**config.mk**
```make
export PLATFORM = sky130hd
export DESIGN_NAME = content_length_header_deframer_top_flat
export DESIGN_NICKNAME = d
export VERILOG_FILES = /design/src/rtl/cld_pkg.sv /design/src/rtl/cld_in_if.sv /design/src/rtl/cld_out_if.sv /design/src/rtl/content_length_header_deframer_top.sv /design/src/flat_wrapper.sv
export VERILOG_INCLUDE_DIRS = /design/src /design/src/rtl
export SDC_FILE = /design/constraint.sdc
export NUM_CORES = 1
export LEC_CHECK = 0
export BUFFER_PORTS_ARGS = -buffer_cell sky130_fd_sc_hd__buf_2
export CAP_MARGIN = 20
export CORE_MARGIN = 1
export CORE_UTILIZATION = 50
export CTS_CLUSTER_DIAMETER = 120
export DETAILED_ROUTE_END_ITERATION = 16
export PLACE_DENSITY = 0.69
export SYNTH_ARGS = -nofsm -noshare
export SYNTH_HDL_FRONTEND = slang
export SYNTH_SLANG_ARGS = --single-unit
```
**constraint.sdc**
```tcl
create_clock -name clk -period 4.4 [get_ports clk]
set_input_delay 0.88 -clock clk [delete_from_list [all_inputs] [get_ports clk]]
set_output_delay 0.88 -clock clk [all_outputs]
set_load 0.005 [all_outputs]
```
**src/rtl/content_length_header_deframer_top_defines.svh**
```systemverilog
// ----------------------------------------------------------------------------
// content-length deframer assertion macros
// concurrent checks, removed when SYNTHESIS is defined
// ----------------------------------------------------------------------------
`ifndef CONTENT_LENGTH_HEADER_DEFRAMER_TOP_DEFINES_SVH
`define CONTENT_LENGTH_HEADER_DEFRAMER_TOP_DEFINES_SVH

`ifndef SYNTHESIS
// check outside reset
`define CLD_ASSERT(label, prop, msg) \
  label: assert property (@(posedge clk) disable iff (!rst_n) prop) else $error(msg);
// check at every edge, reset included
`define CLD_ASSERT_ALWAYS(label, prop, msg) \
  label: assert property (@(posedge clk) prop) else $error(msg);
`else
`define CLD_ASSERT(label, prop, msg)
`define CLD_ASSERT_ALWAYS(label, prop, msg)
`endif

`endif

```
**src/rtl/cld_pkg.sv**
```systemverilog
// ----------------------------------------------------------------------------
// cld_pkg
// shared constants, types and the header name table of the deframer
// ----------------------------------------------------------------------------
package cld_pkg;

  localparam int LENGTH_BITS = 32;

  localparam logic [LENGTH_BITS-1:0] LEN_MAX = '1;

  // length of the text "content-length:"
  localparam logic [3:0] NAME_LEN = 4'd15;

  localparam logic [7:0] CH_CR   = 8'h0d;
  localparam logic [7:0] CH_LF   = 8'h0a;
  localparam logic [7:0] CH_TAB  = 8'h09;
  localparam logic [7:0] CH_SP   = 8'h20;
  localparam logic [7:0] CH_ZERO = 8'h30;
  localparam logic [7:0] CH_NINE = 8'h39;

  typedef enum logic [1:0] {
    STAT_BODY      = 2'd0,
    STAT_EMPTY     = 2'd1,
    STAT_NO_LENGTH = 2'd2
  } status_t;

  // per-line parse state
  typedef enum logic [3:0] {
    PH_NAME  = 4'b0001,
    PH_BLANK = 4'b0010,
    PH_DIGIT = 4'b0100,
    PH_REST  = 4'b1000
  } phase_t;

  // lower-case header name, one character per position
  function automatic logic [7:0] name_char(input logic [3:0] pos);
    logic [7:0] ch;
    case (pos)
      4'd0:    ch = 8'h63; // c
      4'd1:    ch = 8'h6f; // o
      4'd2:    ch = 8'h6e; // n
      4'd3:    ch = 8'h74; // t
      4'd4:    ch = 8'h65; // e
      4'd5:    ch = 8'h6e; // n
      4'd6:    ch = 8'h74; // t
      4'd7:    ch = 8'h2d; // -
      4'd8:    ch = 8'h6c; // l
      4'd9:    ch = 8'h65; // e
      4'd10:   ch = 8'h6e; // n
      4'd11:   ch = 8'h67; // g
      4'd12:   ch = 8'h74; // t
      4'd13:   ch = 8'h68; // h
      4'd14:   ch = 8'h3a; // :
      default: ch = 8'h00;
    endcase
    return ch;
  endfunction

endpackage

```
**src/rtl/cld_in_if.sv**
```systemverilog
// ----------------------------------------------------------------------------
// cld_in_if
// raw byte channel into the deframer, valid/ready handshake
// ----------------------------------------------------------------------------
interface cld_in_if;
  logic       valid;
  logic       ready;
  logic [7:0] in_byte;

  modport source (output valid, output in_byte, input ready);
  modport sink   (input valid, input in_byte, output ready);
endinterface

```
**src/rtl/cld_out_if.sv**
```systemverilog
// ----------------------------------------------------------------------------
// cld_out_if
// result channel out of the deframer, valid/ready handshake
// ----------------------------------------------------------------------------
interface cld_out_if;
  logic       valid;
  logic       ready;
  logic [7:0] body_byte;
  logic [1:0] status;
  logic       last_of_message;

  modport source (output valid, output body_byte, output status,
                  output last_of_message, input ready);
  modport sink   (input valid, input body_byte, input status,
                  input last_of_message, output ready);
endinterface

```
**src/rtl/content_length_header_deframer_top.sv**
```systemverilog
// latency: a result is valid the cycle after the input transaction that caused it
// throughput: one byte per cycle; a new byte is taken while a result is held,
//   as long as the result is taken in the same cycle or the result register is empty
// the per-byte update (name match, multiply by ten, saturate) is one register stage
// reset: synchronous, active low; parser returns to header search, result register empties
// ----------------------------------------------------------------------------
// content_length_header_deframer_top
// splits a byte stream into message bodies framed by content-length headers
// ----------------------------------------------------------------------------
`include "content_length_header_deframer_top_defines.svh"

module content_length_header_deframer_top
  import cld_pkg::*;
(
  input  logic   clk,
  input  logic   rst_n,
  cld_in_if.sink    in_ch,
  cld_out_if.source out_ch
);

  // parser state
  logic                   in_body_r,  in_body_nxt;
  phase_t                 phase_r,    phase_nxt;
  logic [3:0]             prefix_r,   prefix_nxt;
  logic                   has_chars_r, has_chars_nxt;
  logic                   cr_held_r,  cr_held_nxt;
  logic                   seen_r,     seen_nxt;
  logic [LENGTH_BITS-1:0] length_r,   length_nxt;

  // result register
  logic                   out_valid_r, out_valid_nxt;
  logic [7:0]             body_r,      body_nxt;
  status_t                status_r,    status_nxt;
  logic                   last_r,      last_nxt;

  logic                   in_ready;
  logic                   in_fire;
  logic [7:0]             b;
  logic [7:0]             lc;
  logic                   is_digit;
  logic [3:0]             digit_val;
  logic [3:0]             prefix_inc;
  logic [LENGTH_BITS+3:0] length_ext;
  logic [LENGTH_BITS+3:0] length_x10;
  logic [LENGTH_BITS-1:0] length_add;
  logic [LENGTH_BITS-1:0] length_dec;
  logic                   lf_done;

  // result register empties or drains this cycle: room for one more transaction
  assign in_ready = !out_valid_r || out_ch.ready;
  assign in_fire  = in_ch.valid && in_ready;
  assign b        = in_ch.in_byte;

  assign in_ch.ready            = in_ready;
  assign out_ch.valid           = out_valid_r;
  assign out_ch.body_byte       = body_r;
  assign out_ch.status          = status_r;
  assign out_ch.last_of_message = last_r;

  // character classes
  assign lc         = (b inside {[8'h41:8'h5a]}) ? (b + 8'h20) : b;
  assign is_digit   = (b inside {[CH_ZERO:CH_NINE]});
  assign digit_val  = 4'(b - CH_ZERO);
  assign prefix_inc = prefix_r + 4'd1;

  // length * 10 + digit as shift-add, four guard bits to spot overflow
  assign length_ext = {4'b0000, length_r};
  assign length_x10 = (length_ext << 3) + (length_ext << 1)
                      + {{LENGTH_BITS{1'b0}}, digit_val};
  assign length_add = (length_x10 > {4'b0000, LEN_MAX}) ? LEN_MAX
                                                        : length_x10[LENGTH_BITS-1:0];

  assign length_dec = (length_r != '0) ? (length_r - LENGTH_BITS'(1)) : length_r;

  always_comb begin
    in_body_nxt   = in_body_r;
    phase_nxt     = phase_r;
    prefix_nxt    = prefix_r;
    has_chars_nxt = has_chars_r;
    cr_held_nxt   = cr_held_r;
    seen_nxt      = seen_r;
    length_nxt    = length_r;
    lf_done       = 1'b0;

    out_valid_nxt = out_valid_r && !out_ch.ready;
    body_nxt      = body_r;
    status_nxt    = status_r;
    last_nxt      = last_r;

    if (in_fire) begin
      if (in_body_r) begin
        // body byte passes straight through
        length_nxt    = length_dec;
        out_valid_nxt = 1'b1;
        body_nxt      = b;
        status_nxt    = STAT_BODY;
        last_nxt      = (length_dec == '0);
        if (length_dec == '0) begin
          in_body_nxt   = 1'b0;
          phase_nxt     = PH_NAME;
          prefix_nxt    = 4'd0;
          has_chars_nxt = 1'b0;
          cr_held_nxt   = 1'b0;
          seen_nxt      = 1'b0;
          length_nxt    = '0;
        end
      end else begin
        if (cr_held_r) begin
          cr_held_nxt = 1'b0;
          if (b == CH_LF) begin
            lf_done       = 1'b1;
            phase_nxt     = PH_NAME;
            prefix_nxt    = 4'd0;
            has_chars_nxt = 1'b0;
            if (!has_chars_r) begin
              // blank line closes the header block
              if (!seen_r) begin
                seen_nxt      = 1'b0;
                length_nxt    = '0;
                out_valid_nxt = 1'b1;
                body_nxt      = 8'h00;
                status_nxt    = STAT_NO_LENGTH;
                last_nxt      = 1'b0;
              end else if (length_r == '0) begin
                seen_nxt      = 1'b0;
                out_valid_nxt = 1'b1;
                body_nxt      = 8'h00;
                status_nxt    = STAT_EMPTY;
                last_nxt      = 1'b1;
              end else begin
                in_body_nxt = 1'b1;
              end
            end
          end else begin
            // bare carriage return is a line character; never a name or digit char
            has_chars_nxt = 1'b1;
            phase_nxt     = PH_REST;
          end
        end

        if (!lf_done) begin
          if (b == CH_CR) begin
            cr_held_nxt = 1'b1;
          end else begin
            has_chars_nxt = 1'b1;
            case (phase_nxt)
              PH_NAME: begin
                if (prefix_r < NAME_LEN && lc == name_char(prefix_r)) begin
                  prefix_nxt = prefix_inc;
                  if (prefix_inc == NAME_LEN) begin
                    phase_nxt  = PH_BLANK;
                    seen_nxt   = 1'b1;
                    length_nxt = '0;
                  end
                end else begin
                  phase_nxt = PH_REST;
                end
              end
              PH_BLANK: begin
                if (b == CH_SP || b == CH_TAB) begin
                  phase_nxt = PH_BLANK;
                end else if (is_digit) begin
                  phase_nxt  = PH_DIGIT;
                  length_nxt = length_add;
                end else begin
                  phase_nxt = PH_REST;
                end
              end
              PH_DIGIT: begin
                if (is_digit) begin
                  length_nxt = length_add;
                end else begin
                  phase_nxt = PH_REST;
                end
              end
              default: begin
                phase_nxt = PH_REST;
              end
            endcase
          end
        end
      end
    end
  end

  always_ff @(posedge clk) begin
    if (!rst_n) begin
      in_body_r   <= 1'b0;
      phase_r     <= PH_NAME;
      prefix_r    <= 4'd0;
      has_chars_r <= 1'b0;
      cr_held_r   <= 1'b0;
      seen_r      <= 1'b0;
      length_r    <= '0;
      out_valid_r <= 1'b0;
    end else begin
      in_body_r   <= in_body_nxt;
      phase_r     <= phase_nxt;
      prefix_r    <= prefix_nxt;
      has_chars_r <= has_chars_nxt;
      cr_held_r   <= cr_held_nxt;
      seen_r      <= seen_nxt;
      length_r    <= length_nxt;
      out_valid_r <= out_valid_nxt;
    end
  end

  // result payload, no reset needed
  always_ff @(posedge clk) begin
    body_r   <= body_nxt;
    status_r <= status_nxt;
    last_r   <= last_nxt;
  end

  // a body never runs with nothing left to pass
  `CLD_ASSERT_ALWAYS(a_body_len_nonzero, !(rst_n && in_body_r && length_r == '0), "body with zero length")
  // once past the name, the whole name must have matched
  `CLD_ASSERT(a_prefix_full, (phase_r == PH_BLANK || phase_r == PH_DIGIT) |-> (prefix_r == NAME_LEN), "length phase without full name")
  // every body transaction yields a result next cycle
  `CLD_ASSERT(a_body_result, (in_fire && in_body_r) |=> (out_valid_r && status_r == STAT_BODY), "body byte lost")
  // status results carry a zero byte, only an empty message is marked last
  `CLD_ASSERT(a_status_payload, (out_valid_r && status_r != STAT_BODY) |-> (body_r == 8'h00 && last_r == (status_r == STAT_EMPTY)), "bad status result payload")
  // a carriage return is never held inside a body
  `CLD_ASSERT(a_no_cr_in_body, in_body_r |-> !cr_held_r, "carriage return held in body")

endmodule

```
**src/flat_wrapper.sv**
```systemverilog
// flat-port wrapper written by rule: the top's interface ports become plain ports
module content_length_header_deframer_top_flat import cld_pkg::*;
  (clk, rst_n, in_ch_valid, in_ch_in_byte, in_ch_ready, out_ch_valid, out_ch_body_byte, out_ch_status, out_ch_last_of_message, out_ch_ready);
  cld_in_if in_ch_i ();
  cld_out_if out_ch_i ();
  input  logic clk;
  input  logic rst_n;
  input wire logic [$bits(in_ch_i.valid)-1:0] in_ch_valid;
  input wire logic [$bits(in_ch_i.in_byte)-1:0] in_ch_in_byte;
  output wire logic [$bits(in_ch_i.ready)-1:0] in_ch_ready;
  output wire logic [$bits(out_ch_i.valid)-1:0] out_ch_valid;
  output wire logic [$bits(out_ch_i.body_byte)-1:0] out_ch_body_byte;
  output wire logic [$bits(out_ch_i.status)-1:0] out_ch_status;
  output wire logic [$bits(out_ch_i.last_of_message)-1:0] out_ch_last_of_message;
  input wire logic [$bits(out_ch_i.ready)-1:0] out_ch_ready;
  assign in_ch_i.valid = in_ch_valid;
  assign in_ch_i.in_byte = in_ch_in_byte;
  assign in_ch_ready = in_ch_i.ready;
  assign out_ch_valid = out_ch_i.valid;
  assign out_ch_body_byte = out_ch_i.body_byte;
  assign out_ch_status = out_ch_i.status;
  assign out_ch_last_of_message = out_ch_i.last_of_message;
  assign out_ch_i.ready = out_ch_ready;
  content_length_header_deframer_top u_core (.clk(clk), .rst_n(rst_n), .in_ch(in_ch_i), .out_ch(out_ch_i));
endmodule
```
==> flow_summary.toml <==
[timing]
finalCritPeriodShare_pct = 96.9
tightest_slew_ps = 650
relSlewSlack_pct = 56.1
finalCriticalPeriod_ps = 4260
fmax_mhz = 234
setup_violations = 0
postLayoutSetupSlackWorst_ps = 135
skew_ps = 7.99
slew_violations = 0
hold_viol = 0
rsz0062_at_grt = "false"

[yosys]
synth_top_family_by_area = "compound AO/OA/AOI/OAI gates"
synth_compound_area_share_pct = 30.2
synth-simple-area-share_pct = 25.8
synth_edf_count = 11
syn-cell-area_sq_um = 6860
muxShareOfSynthArea_pct = 0.931
seq_area_frac_synth_pct = 20.0
synth_xor_area_share_pct = 5.11
syn-num-nets = 997
synthAdderAreaFrac_pct = 14.1
async_flop_share_pct = 0
syn_inst = 909
ys_ff_latch = 63
yosys_warnings = 0
ys_types = 79
synth_ff_type = "dfxtp_1"
syn_area_per_cell_sq_um = 7.54

[clocking]
clkTransAtPathRegs_ps = 60
post_cts_buffers = 0
cts.hold.buffers_added = 0
cts.repair.resized = 0
cts_made_buffers = 9
clock-sinks = 63
cts_buffer_depth = 2
clk_latency_ps = 340
cts_root_buf = "clkbuf_16"
htreeDepth = 3
cts_tree = "built"

[power_and_ir_drop]
power.density_nw_per_um2 = 205
seqPwrFrac_pct = 35.5
total_power_mw = 1.67
p_sw_share_pct = 28.4
p_comb_share_pct = 16.3
switching_power_mw = 0.473
clkPwrFrac_pct = 48.2
ir_drop_mv = 0.174
power_leakage_nw = 3.68
internal_power_mw = 1.19

[worst_setup_path]
critical_path_peak_fanout = 13
worstSetupStartpointType = "register"
crit_type = "register to register"
r2r_slack_ps = 140
critPathMaxStageDelay_ps = 560
cp_slowest_cell = "or4_1"
arrival_ps = 4480
reg2reg_from = "u_core.length_r[15]"
critPathCaptureType = "register"
r2r_cells = 12
required_ps = 4620
crit_chain = "nor4_1, buf_4, nand4bb_1, buf_4, nor4_1, xnor2_1, nand3_1, or4_1, or4_1, a32o_2, nand2b_1, a311o_1"

[flow_run]
maxCapViolations = 0

[routing]
drc_errors = 0
viasPerCell = 6.62
drtIter0Drc = 1114
wl_per_cell_microns = 20.0
firstDrtPassIters = 7
wl_mm = 23.6
ant_nets = 0
num_vias = 7792

[floorplanning]
io_pins = 25
num_rows = 42
dieArea_sq_um = 14200
fp.dieH_microns = 119
fp.coreArea_sq_um = 13300
initial_utilization_pct = 51.6
die_w_microns = 119

[hold_path]
min_from = "u_core.has_chars_r"
min_delay_path_depth = 2
min_to = "u_core.has_chars_r"
hold_path_class = "register to register"

[final_layout]
area_growth_pct = 18.4
nFillCells = 1251
drive_gt1_share_pct = 16.6
fin_nets = 1084
design_area_sq_um = 8120
fin_util_pct = 61.1
layout_common_cells = "98 x buf_4, 90 x a21oi_1, 77 x nand2_1, 74 x ha_1, 71 x o21ai_0"
final_common_cell = "buf_4"
num_antenna_cells = 0
final-instance-count-excl-fill = 1177

[grt]
grt.overflow.total = 0
grt_antenna_before_repair = 0
grt_max_degree = 27
grt_pass1_vias = 6985
grtUsageTotal_pct = 33.1
grt_first_pass_wirelength_mm = 37.0

[place]
post-dp-hpwl_mm = 18.3
post-place-ws_ps = -112
io_buffers = 24
gp_congestion = 1.00
placement.cell_area_sq_um = 7750
place_inst = 1161

[status]
status = "completed"
synthesized netlist by cell type, types with 10 or more instances:
| cell | n | area share, % |
|---|---|---|
| or4_1 | 12 | 1.3 |
| ha_1 | 74 | 14 |
| nand2_1 | 77 | 4.2 |
| nor4_1 | 12 | 1.1 |
| o21ai_0 | 71 | 5.2 |
| nor2_1 | 71 | 3.9 |
| a21o_1 | 23 | 2.5 |
| nand4_1 | 17 | 1.6 |
| edfxtp_1 | 11 | 4.8 |
| or3_1 | 12 | 1.1 |
| a31oi_1 | 11 | 1.0 |
| inv_1 | 22 | 1.2 |
| and2_1 | 22 | 2.0 |
| nor3_1 | 32 | 2.3 |
| nand3_1 | 29 | 2.1 |
| xnor2_1 | 21 | 2.7 |
| a211oi_1 | 10 | 1.1 |
| a21oi_1 | 90 | 6.6 |
| xor2_1 | 19 | 2.4 |
| dfxtp_1 | 52 | 15 |
| clkbuf_1 | 42 | 2.3 |
stage by stage:
stage                     setup TNS [ps]  hold slack [ps]
final                                  0              509
after global routing                   0              532
after CTS                              0              505
after detailed placement           -1150              496
after global placement             -32.6              488
after floorplan                        0              476
kinds of logic after synthesis:
family	after synthesis
muxes	6
and+or+nand+nor	338
DFF	63
AOI/OAI and AO/OA	317
xor gates and xnor gates	40
buffers and inverters	69
adders and majority gates	76
per-layer routing:
metal	global-route usage, %	wire, microns
met1	47.5	10400
met5	0	0
met3	6.90	2610
met4	12.1	737
met2	48.2	9850
power by group through the flow:
stage          Sequential (mW)  Combinational, mW  Clock (mW)
2_1_floorplan            0.605              0.154           0
3_3_place_gp             0.604              0.258           0
3_5_place_dp             0.604              0.258           0
4_1_cts                  0.592              0.261       0.807
5_1_grt                  0.592              0.290       0.832
6_report                 0.592              0.272       0.804
worst max-delay path by stage:
stage | from | to | slack, ps
floorplan | in_ch_in_byte[3] | u_core.length_r[27] | 40
global placement | in_ch_in_byte[3] | u_core.length_r[27] | -30
detailed placement | in_ch_in_byte[3] | u_core.length_r[27] | -110
CTS | u_core.length_r[5] | register | 140
global route | u_core.length_r[5] | register | 9
finish | u_core.length_r[15] | register | 140
critical path, delay by kind of cell (launching register included):
family / cells / cell delay (ps)
AO/OA/AOI/OAI: 2 / 790
AND/OR/NAND/NOR: 7 / 2330
buffers and inverters: 2 / 390
XOR/XNOR: 1 / 230
flip-flops: 1 / 410
cell type report:
type / instances / area [sq um] / area share, %
Multi-Input combinational cell: 777 / 5260 / 64.8
Sequential cell: 63 / 1370 / 16.9
Timing Repair Buffer: 122 / 856 / 10.5
Clock buffer: 9 / 225 / 2.77
Tap cell: 176 / 220 / 2.71
Clock inverter: 7 / 103 / 1.26
Inverter: 23 / 86.3 / 1.06
(Power assumes the default switching activity.)
